### config.mk
export PLATFORM = sky130hd
export DESIGN_NAME = led_matrix_pwm_scanner_core
export DESIGN_NICKNAME = d
export VERILOG_FILES = /design/src/sv/lmps_pkg.sv /design/src/sv/led_matrix_pwm_scanner_core.sv /design/src/sv/lmps_ram.sv
export SDC_FILE = /design/constraint.sdc
export NUM_CORES = 2
export LEC_CHECK = 0
export BUFFER_PORTS_ARGS = -buffer_cell sky130_fd_sc_hd__buf_2
export CELL_PAD_IN_SITES_DETAIL_PLACEMENT = 0
export CELL_PAD_IN_SITES_GLOBAL_PLACEMENT = 1
export CORE_MARGIN = 1.5
export CORE_UTILIZATION = 50
export CTS_BUF_LIST = sky130_fd_sc_hd__clkbuf_16
export CTS_CLUSTER_SIZE = 14
export DETAILED_ROUTE_END_ITERATION = 12
export GPL_TIMING_DRIVEN = 0
export PLACE_DENSITY = 0.71
export SLEW_MARGIN = 20
export SYNTH_ARGS = -nofsm -noshare
export SYNTH_HDL_FRONTEND = slang
export SYNTH_HIERARCHICAL = 1
export SYNTH_SLANG_ARGS = --single-unit
### constraint.sdc
create_clock -name aclk -period 7.91 [get_ports aclk]
set_input_delay 0 -clock aclk [delete_from_list [all_inputs] [get_ports aclk]]
set_output_delay 0 -clock aclk [all_outputs]
set_load 0.01 [all_outputs]
### src/sv/lmps_pkg.sv
// ============================================================================
// lmps_pkg
// Shared types and constants for the LED matrix PWM scanner.
// ============================================================================
package lmps_pkg;

    localparam int ROWS_DEF       = 8;
    localparam int COLS_DEF       = 8;
    localparam int NUM_LEDS_DEF   = 64;
    localparam int SLOT_TICKS_DEF = 128;

    localparam int OPCODE_W    = 2;
    localparam int INDEX_W     = 8;
    localparam int VALUE_W     = 8;
    localparam int LINES_W     = 8;
    localparam int POS_W       = 6;
    localparam int ROW_W       = 3;
    localparam int COL_W       = 3;
    localparam int TICK_W      = 7;
    localparam int BRIGHT_DEPTH = 64;
    localparam int CURVE_DEPTH  = 256;

    localparam int S_TDATA_W = 16;
    localparam int M_TDATA_W = 24;

    typedef enum logic [OPCODE_W-1:0] {
        OP_WRITE_LED   = 2'd0,
        OP_WRITE_ALL   = 2'd1,
        OP_WRITE_CURVE = 2'd2,
        OP_TICK        = 2'd3
    } opcode_t;

endpackage

### src/sv/led_matrix_pwm_scanner_core.sv
// ============================================================================
// led_matrix_pwm_scanner_core
// Multiplexed LED matrix PWM scanner: brightness and lightness curve stores,
// row/column scan and one line-level item per input item.
// ============================================================================
// Each item passes the brightness read, the curve read and the emit state
// in turn; a write-all item first sweeps every LED of the store. The two
// reads are dependent, brightness store and then curve memory, and no new
// item is taken until the result of the last one has been emitted.
// Reset: aresetn is synchronous, active low. It clears the scan position, then
// a pass writes zero to both memories while s_tready stays low.
module led_matrix_pwm_scanner_core #(
    parameter int ROWS       = lmps_pkg::ROWS_DEF,
    parameter int COLS       = lmps_pkg::COLS_DEF,
    parameter int NUM_LEDS   = lmps_pkg::NUM_LEDS_DEF,
    parameter int SLOT_TICKS = lmps_pkg::SLOT_TICKS_DEF
) (
    input  logic                            aclk,
    input  logic                            aresetn,
    // Input item: s_tdata = {value, index}, index in the lowest bits.
    input  logic                            s_tvalid,
    output logic                            s_tready,
    input  logic [lmps_pkg::S_TDATA_W-1:0]  s_tdata,
    // s_tuser = opcode
    input  logic [lmps_pkg::OPCODE_W-1:0]   s_tuser,
    // Result item: m_tdata = {2'b0, led_position, col_lines, row_lines},
    // row_lines in the lowest bits. m_tlast = frame_end.
    output logic                            m_tvalid,
    input  logic                            m_tready,
    output logic [lmps_pkg::M_TDATA_W-1:0]  m_tdata,
    output logic                            m_tlast
);

    import lmps_pkg::*;

    localparam int BADDR_W = $clog2(BRIGHT_DEPTH);
    localparam int CADDR_W = $clog2(CURVE_DEPTH);

    typedef enum logic [2:0] {
        ST_CLEAR,
        ST_IDLE,
        ST_WRITE_ALL,
        ST_RD_BRIGHT,
        ST_RD_CURVE,
        ST_EMIT
    } state_t;

    state_t state_reg;

    opcode_t              op_reg;
    logic [VALUE_W-1:0]   value_reg;
    logic [BADDR_W-1:0]   sweep_reg;
    logic [CADDR_W-1:0]   clear_reg;
    logic [ROW_W-1:0]     row_reg;
    logic [COL_W-1:0]     col_reg;
    logic [TICK_W-1:0]    tick_reg;
    logic [POS_W-1:0]     pos_reg;

    logic                 m_tvalid_reg;
    logic [LINES_W-1:0]   row_lines_reg;
    logic [LINES_W-1:0]   col_lines_reg;
    logic [POS_W-1:0]     led_pos_reg;
    logic                 frame_end_reg;

    logic [INDEX_W-1:0]   in_index;
    logic [VALUE_W-1:0]   in_value;
    opcode_t              in_op;
    logic                 accept;

    logic                 b_we;
    logic [BADDR_W-1:0]   b_waddr;
    logic [VALUE_W-1:0]   b_wdata;
    logic                 b_re;
    logic [VALUE_W-1:0]   b_rdata;
    logic                 c_we;
    logic [CADDR_W-1:0]   c_waddr;
    logic [VALUE_W-1:0]   c_wdata;
    logic                 c_re;
    logic [CADDR_W-1:0]   c_raddr;
    logic [VALUE_W-1:0]   c_rdata;

    logic [TICK_W-1:0]    duty;
    logic                 out_free;
    logic                 emit_fire;
    logic                 tick_wrap;
    logic                 last_led;
    logic                 sweep_last;
    logic                 clear_last;
    logic                 led_in_range;

    assign in_index = s_tdata[INDEX_W-1:0];
    assign in_value = s_tdata[INDEX_W +: VALUE_W];
    assign in_op    = opcode_t'(s_tuser);

    assign s_tready = (state_reg == ST_IDLE);
    assign accept   = s_tvalid && s_tready;

    assign led_in_range = ({1'b0, in_index} < 9'(NUM_LEDS));
    assign sweep_last   = (sweep_reg == BADDR_W'(NUM_LEDS - 1));
    assign clear_last   = (clear_reg == CADDR_W'(CURVE_DEPTH - 1));

    // In-range single-LED writes and curve writes go straight in on the accepting
    // edge; the write-all sweep uses the single-LED write port afterwards.
    always_comb begin
        b_we    = 1'b0;
        b_waddr = in_index[BADDR_W-1:0];
        b_wdata = in_value;
        if (state_reg == ST_CLEAR) begin
            b_we    = (clear_reg < CADDR_W'(BRIGHT_DEPTH));
            b_waddr = clear_reg[BADDR_W-1:0];
            b_wdata = '0;
        end else if (accept && in_op == OP_WRITE_LED && led_in_range) begin
            b_we = 1'b1;
        end else if (state_reg == ST_WRITE_ALL) begin
            b_we    = 1'b1;
            b_waddr = sweep_reg;
            b_wdata = value_reg;
        end
    end

    always_comb begin
        c_we    = accept && (in_op == OP_WRITE_CURVE);
        c_waddr = in_index;
        c_wdata = in_value;
        if (state_reg == ST_CLEAR) begin
            c_we    = 1'b1;
            c_waddr = clear_reg;
            c_wdata = '0;
        end
    end

    assign b_re = (state_reg == ST_RD_BRIGHT);
    assign c_re = (state_reg == ST_RD_CURVE);

    assign c_raddr = b_rdata;
    assign duty    = c_rdata[VALUE_W-1:1];

    assign out_free  = !m_tvalid_reg || m_tready;
    assign emit_fire = (state_reg == ST_EMIT) && out_free;
    assign tick_wrap = ({1'b0, tick_reg} + 8'd1) >= 8'(SLOT_TICKS);
    assign last_led  = (({1'b0, pos_reg} + 7'd1) >= 7'(NUM_LEDS)) ||
                       ((({1'b0, col_reg} + 4'd1) >= 4'(COLS)) &&
                        (({1'b0, row_reg} + 4'd1) >= 4'(ROWS)));

    lmps_ram #(
        .WIDTH (VALUE_W),
        .DEPTH (BRIGHT_DEPTH)
    ) u_bright_ram (
        .aclk  (aclk),
        .we    (b_we),
        .waddr (b_waddr),
        .wdata (b_wdata),
        .re    (b_re),
        .raddr (pos_reg),
        .rdata (b_rdata)
    );

    lmps_ram #(
        .WIDTH (VALUE_W),
        .DEPTH (CURVE_DEPTH)
    ) u_curve_ram (
        .aclk  (aclk),
        .we    (c_we),
        .waddr (c_waddr),
        .wdata (c_wdata),
        .re    (c_re),
        .raddr (c_raddr),
        .rdata (c_rdata)
    );

    always_ff @(posedge aclk) begin
        if (!aresetn) begin
            state_reg    <= ST_CLEAR;
            sweep_reg    <= '0;
            clear_reg    <= '0;
            row_reg      <= '0;
            col_reg      <= '0;
            tick_reg     <= '0;
            pos_reg      <= '0;
            m_tvalid_reg <= 1'b0;
        end else begin
            if (m_tvalid_reg && m_tready && !emit_fire) begin
                m_tvalid_reg <= 1'b0;
            end

            case (state_reg)
                ST_CLEAR: begin
                    clear_reg <= clear_reg + CADDR_W'(1);
                    if (clear_last) begin
                        state_reg <= ST_IDLE;
                    end
                end
                ST_IDLE: begin
                    if (accept) begin
                        op_reg    <= in_op;
                        value_reg <= in_value;
                        sweep_reg <= '0;
                        if (in_op == OP_WRITE_ALL) begin
                            state_reg <= ST_WRITE_ALL;
                        end else begin
                            state_reg <= ST_RD_BRIGHT;
                        end
                    end
                end
                ST_WRITE_ALL: begin
                    sweep_reg <= sweep_reg + BADDR_W'(1);
                    if (sweep_last) begin
                        state_reg <= ST_RD_BRIGHT;
                    end
                end
                ST_RD_BRIGHT: begin
                    state_reg <= ST_RD_CURVE;
                end
                ST_RD_CURVE: begin
                    state_reg <= ST_EMIT;
                end
                ST_EMIT: begin
                    if (out_free) begin
                        m_tvalid_reg  <= 1'b1;
                        row_lines_reg <= ~(LINES_W'(1) << row_reg);
                        col_lines_reg <= (tick_reg < duty) ? (LINES_W'(1) << col_reg) : '0;
                        led_pos_reg   <= pos_reg;
                        frame_end_reg <= (op_reg == OP_TICK) && tick_wrap && last_led;
                        state_reg     <= ST_IDLE;
                        if (op_reg == OP_TICK) begin
                            if (!tick_wrap) begin
                                tick_reg <= tick_reg + TICK_W'(1);
                            end else begin
                                tick_reg <= '0;
                                if (last_led) begin
                                    pos_reg <= '0;
                                    row_reg <= '0;
                                    col_reg <= '0;
                                end else begin
                                    pos_reg <= pos_reg + POS_W'(1);
                                    if (({1'b0, col_reg} + 4'd1) < 4'(COLS)) begin
                                        col_reg <= col_reg + COL_W'(1);
                                    end else begin
                                        col_reg <= '0;
                                        row_reg <= row_reg + ROW_W'(1);
                                    end
                                end
                            end
                        end
                    end
                end
                default: begin
                    state_reg <= ST_IDLE;
                end
            endcase
        end
    end

    assign m_tvalid = m_tvalid_reg;
    assign m_tdata  = {2'b00, led_pos_reg, col_lines_reg, row_lines_reg};
    assign m_tlast  = frame_end_reg;

endmodule

### src/sv/lmps_ram.sv
// ============================================================================
// lmps_ram
// Generic simple dual-port RAM: one write port, one read port with a
// registered read.
// ============================================================================
module lmps_ram #(
    parameter int WIDTH = 8,
    parameter int DEPTH = 64
) (
    input  logic                     aclk,
    input  logic                     we,
    input  logic [$clog2(DEPTH)-1:0] waddr,
    input  logic [WIDTH-1:0]         wdata,
    input  logic                     re,
    input  logic [$clog2(DEPTH)-1:0] raddr,
    output logic [WIDTH-1:0]         rdata
);

    logic [WIDTH-1:0] mem [DEPTH];

    always_ff @(posedge aclk) begin
        if (we) begin
            mem[waddr] <= wdata;
        end
        if (re) begin
            rdata <= mem[raddr];
        end
    end

endmodule

==> run_results.csv <==
group,metric,value,unit
worst_setup_path,reg2regPathDepth,9,
place,dp_hpwl,191000,um
timing,setup_viol,0,
clock_tree,cts_buffers,231,
die,die_x,437,um
worst_setup_path,endpoint_kind,"register",
clock_tree,ctsHtreeMaxLevel,4,
timing,skew,0.0227,ns
logic_synthesis,synth.avg_cell_area,20.1,um2
place,gp_congestion,0.937,
worst_hold_path,holdPathStages,4,
flow_run,maxCapViolCount,0,
route,routedWlPerCell,35.6,um
die,core,187000,um2
worst_setup_path,cp_max_fo,9,
worst_setup_path,critPathArrivalTime,5.85,ns
worst_setup_path,slowest_stage,"nor4_1",
logic_synthesis,synthesis.area,94100,um2
clock_tree,cts_max_path_buffers,3,
route,first_iter_violations,7337,
clock_tree,post_cts_resized,0,
pwr,leakage,33.8,nW
finish,largest_reg_flops,1792,
clock_tree,cts_tree,"built",
worst_setup_path,cp_num_buf_inv,3,
route,drc_errors,0,
timing,fin_crit,5.37,ns
logic_synthesis,syn_inst,4686,
worst_setup_path,r2r_start,"u_bright_ram/rdata[2]",
timing,fmax,186,MHz
timing,finalMaxSlewViolations,0,
finish,final_cells,7746,
die,start_util,0.502,
timing,hold_ws,0.118,ns
worst_setup_path,cp-start-kind,"register",
finish,regMostFlops,"u_curve_ram/mem",
place,dp_cells,7284,
timing,post-route-period-util,0.679,
die,io_pins,49,
clock_tree,clockRootBuffer,"clkbuf_16",
pwr,power_density,260,nW/um2
place,portBuffers,46,
worst_hold_path,hold_path.class,"input pin to register",
worst_setup_path,critical-path-top-delay-family,"simple AND/OR/NAND/NOR gates",
clock_tree,clock_latency,0.88,ns
die,dieArea,191000,um2
worst_hold_path,min-delay-start,"m_tready",
worst_setup_path,rrSetupSlack,2.54,ns
global_route,gr-usage-all-layers,0.288,
global_route,grt_max_degree,73,
global_route,grt_pass1_vias,48700,
worst_setup_path,r2r_end,"u_curve_ram/rdata[4]",
global_route,grt_pass1_wl,380000,um
timing,hold_violations,0,
worst_hold_path,min_to,"m_tvalid",
finish,syn_to_final_growth,13.3,%
die,num_rows,159,
timing,slew_headroom,0.0856,
worst_setup_path,crit_type,"register to register",
timing,rsz0062_at_grt,"false",
clock_tree,clkSinkCount,2389,
worst_setup_path,worstPathRequired,8.39,ns
worst_setup_path,critPathMaxStageDelay,1.08,ns
die,fp.dieH,437,um
route,routed_wl,275000,um
finish,layout-drive-gt1-share,0.223,
route,num_vias,50300,
route,vias_per_cell,6.50,
finish,reg_top3,"u_curve_ram/mem: 1792 flops, u_bright_ram/mem: 512 flops",
route,postRouteAntennaNets,0,
global_route,antenna_found_initial,13,
global_route,grt_overflow_total,0,
timing,worstMarginPinSlew,1.37,ns
timing,tns,0,ns
route,dr.pass1.iters,6,
worst_setup_path,path_cells,"buf_2, buf_2, nand3b_1, clkbuf_1, o221ai_1, a21oi_1, a21oi_1, nor3_1, nor4_1",
finish,nNetsFinal,5090,
logic_synthesis,yosys_warnings,6,
clock_tree,path_clk_slew,0.06,ns
run_status,status,"finished, final reports clean",
pwr,ir_drop,0.237,mV
[timing repair]
item,4_1_cts,5_1_grt
endpoints found under the setup margin,0,0
buffers inserted,0,0
endpoints found under the hold margin,853,0
hold buffers,26,0
[metal layers]
layer | share of wire | global-route usage | wire [um]
met5 | 0.000091 | 0 | 25
met2 | 0.48 | 0.458 | 132000
met4 | 0.047 | 0.118 | 12800
met3 | 0.10 | 0.0627 | 28600
met1 | 0.37 | 0.389 | 102000
[cell usage in the layout, fill, tap and decap left out, types with 44 or more instances in the layout]
cell,n
nand3_1,56
a22oi_1,122
buf_2,95
clkbuf_16,233
nor2_1,388
nor2b_1,44
inv_1,62
o221ai_1,48
mux2i_1,150
buf_4,49
mux4_2,523
clkbuf_1,113
a21oi_1,106
clkinv_1,73
edfxtp_1,2352
nand2_1,120
[through the flow]
stage	setup slack, ns	utilization	instance area, um2	total power [W]
5_1_grt	2.81	0.569	107000	0.0284
3_3_place_gp	-1.93	0.520	97400	0.0171
4_1_cts	2.90	0.569	107000	0.0278
3_5_place_dp	2.93	0.528	98900	0.0172
2_1_floorplan	2.77	-	94100	0.0160
6_report	2.54	0.569	107000	0.0277
[layout make-up]
class                           instances  area [um2]
Multi-Input combinational cell       1975       20900
Clock inverter                        195        1560
Inverter                               20        75.1
Tap cell                             2495        3120
Clock buffer                          233        5830
Fill cell                           14000       80800
Sequential cell                      2389       71400
Antenna cell                            8        20.0
Timing Repair Buffer                  128        1820
Buffer                                303        1900
[worst max path at each step]
stage,from,cells past startpoint,to
finish,u_bright_ram/rdata[2],9,u_curve_ram/rdata[4]
global route,u_bright_ram/rdata[2],9,u_curve_ram/rdata[4]
CTS,u_bright_ram/rdata[1],9,u_curve_ram/rdata[5]
detailed placement,u_bright_ram/rdata[1],9,u_curve_ram/rdata[5]
global placement,state_reg[0],4,u_curve_ram/mem[125][1]
floorplan,state_reg[0],4,u_curve_ram/mem[0][6]
[power breakdown]
group | switching [W] | internal, W | total, W
registers | 0.0000584 | 0.0146 | 0.0147
logic | 0.00178 | 0.000513 | 0.00229
clock network | 0.00471 | 0.00604 | 0.0108
total | 0.00655 | 0.0212 | 0.0277
[worst reg2reg max path: cells and delay by family, from the launching register on]
kind / cells / cell delay, ns
AO/OA/AOI/OAI: 3 / 1.21
buffers and inverters: 3 / 1.61
flip-flops: 1 / 0.59
AND/OR/NAND/NOR: 3 / 1.58
(Power assumes the default switching activity.)
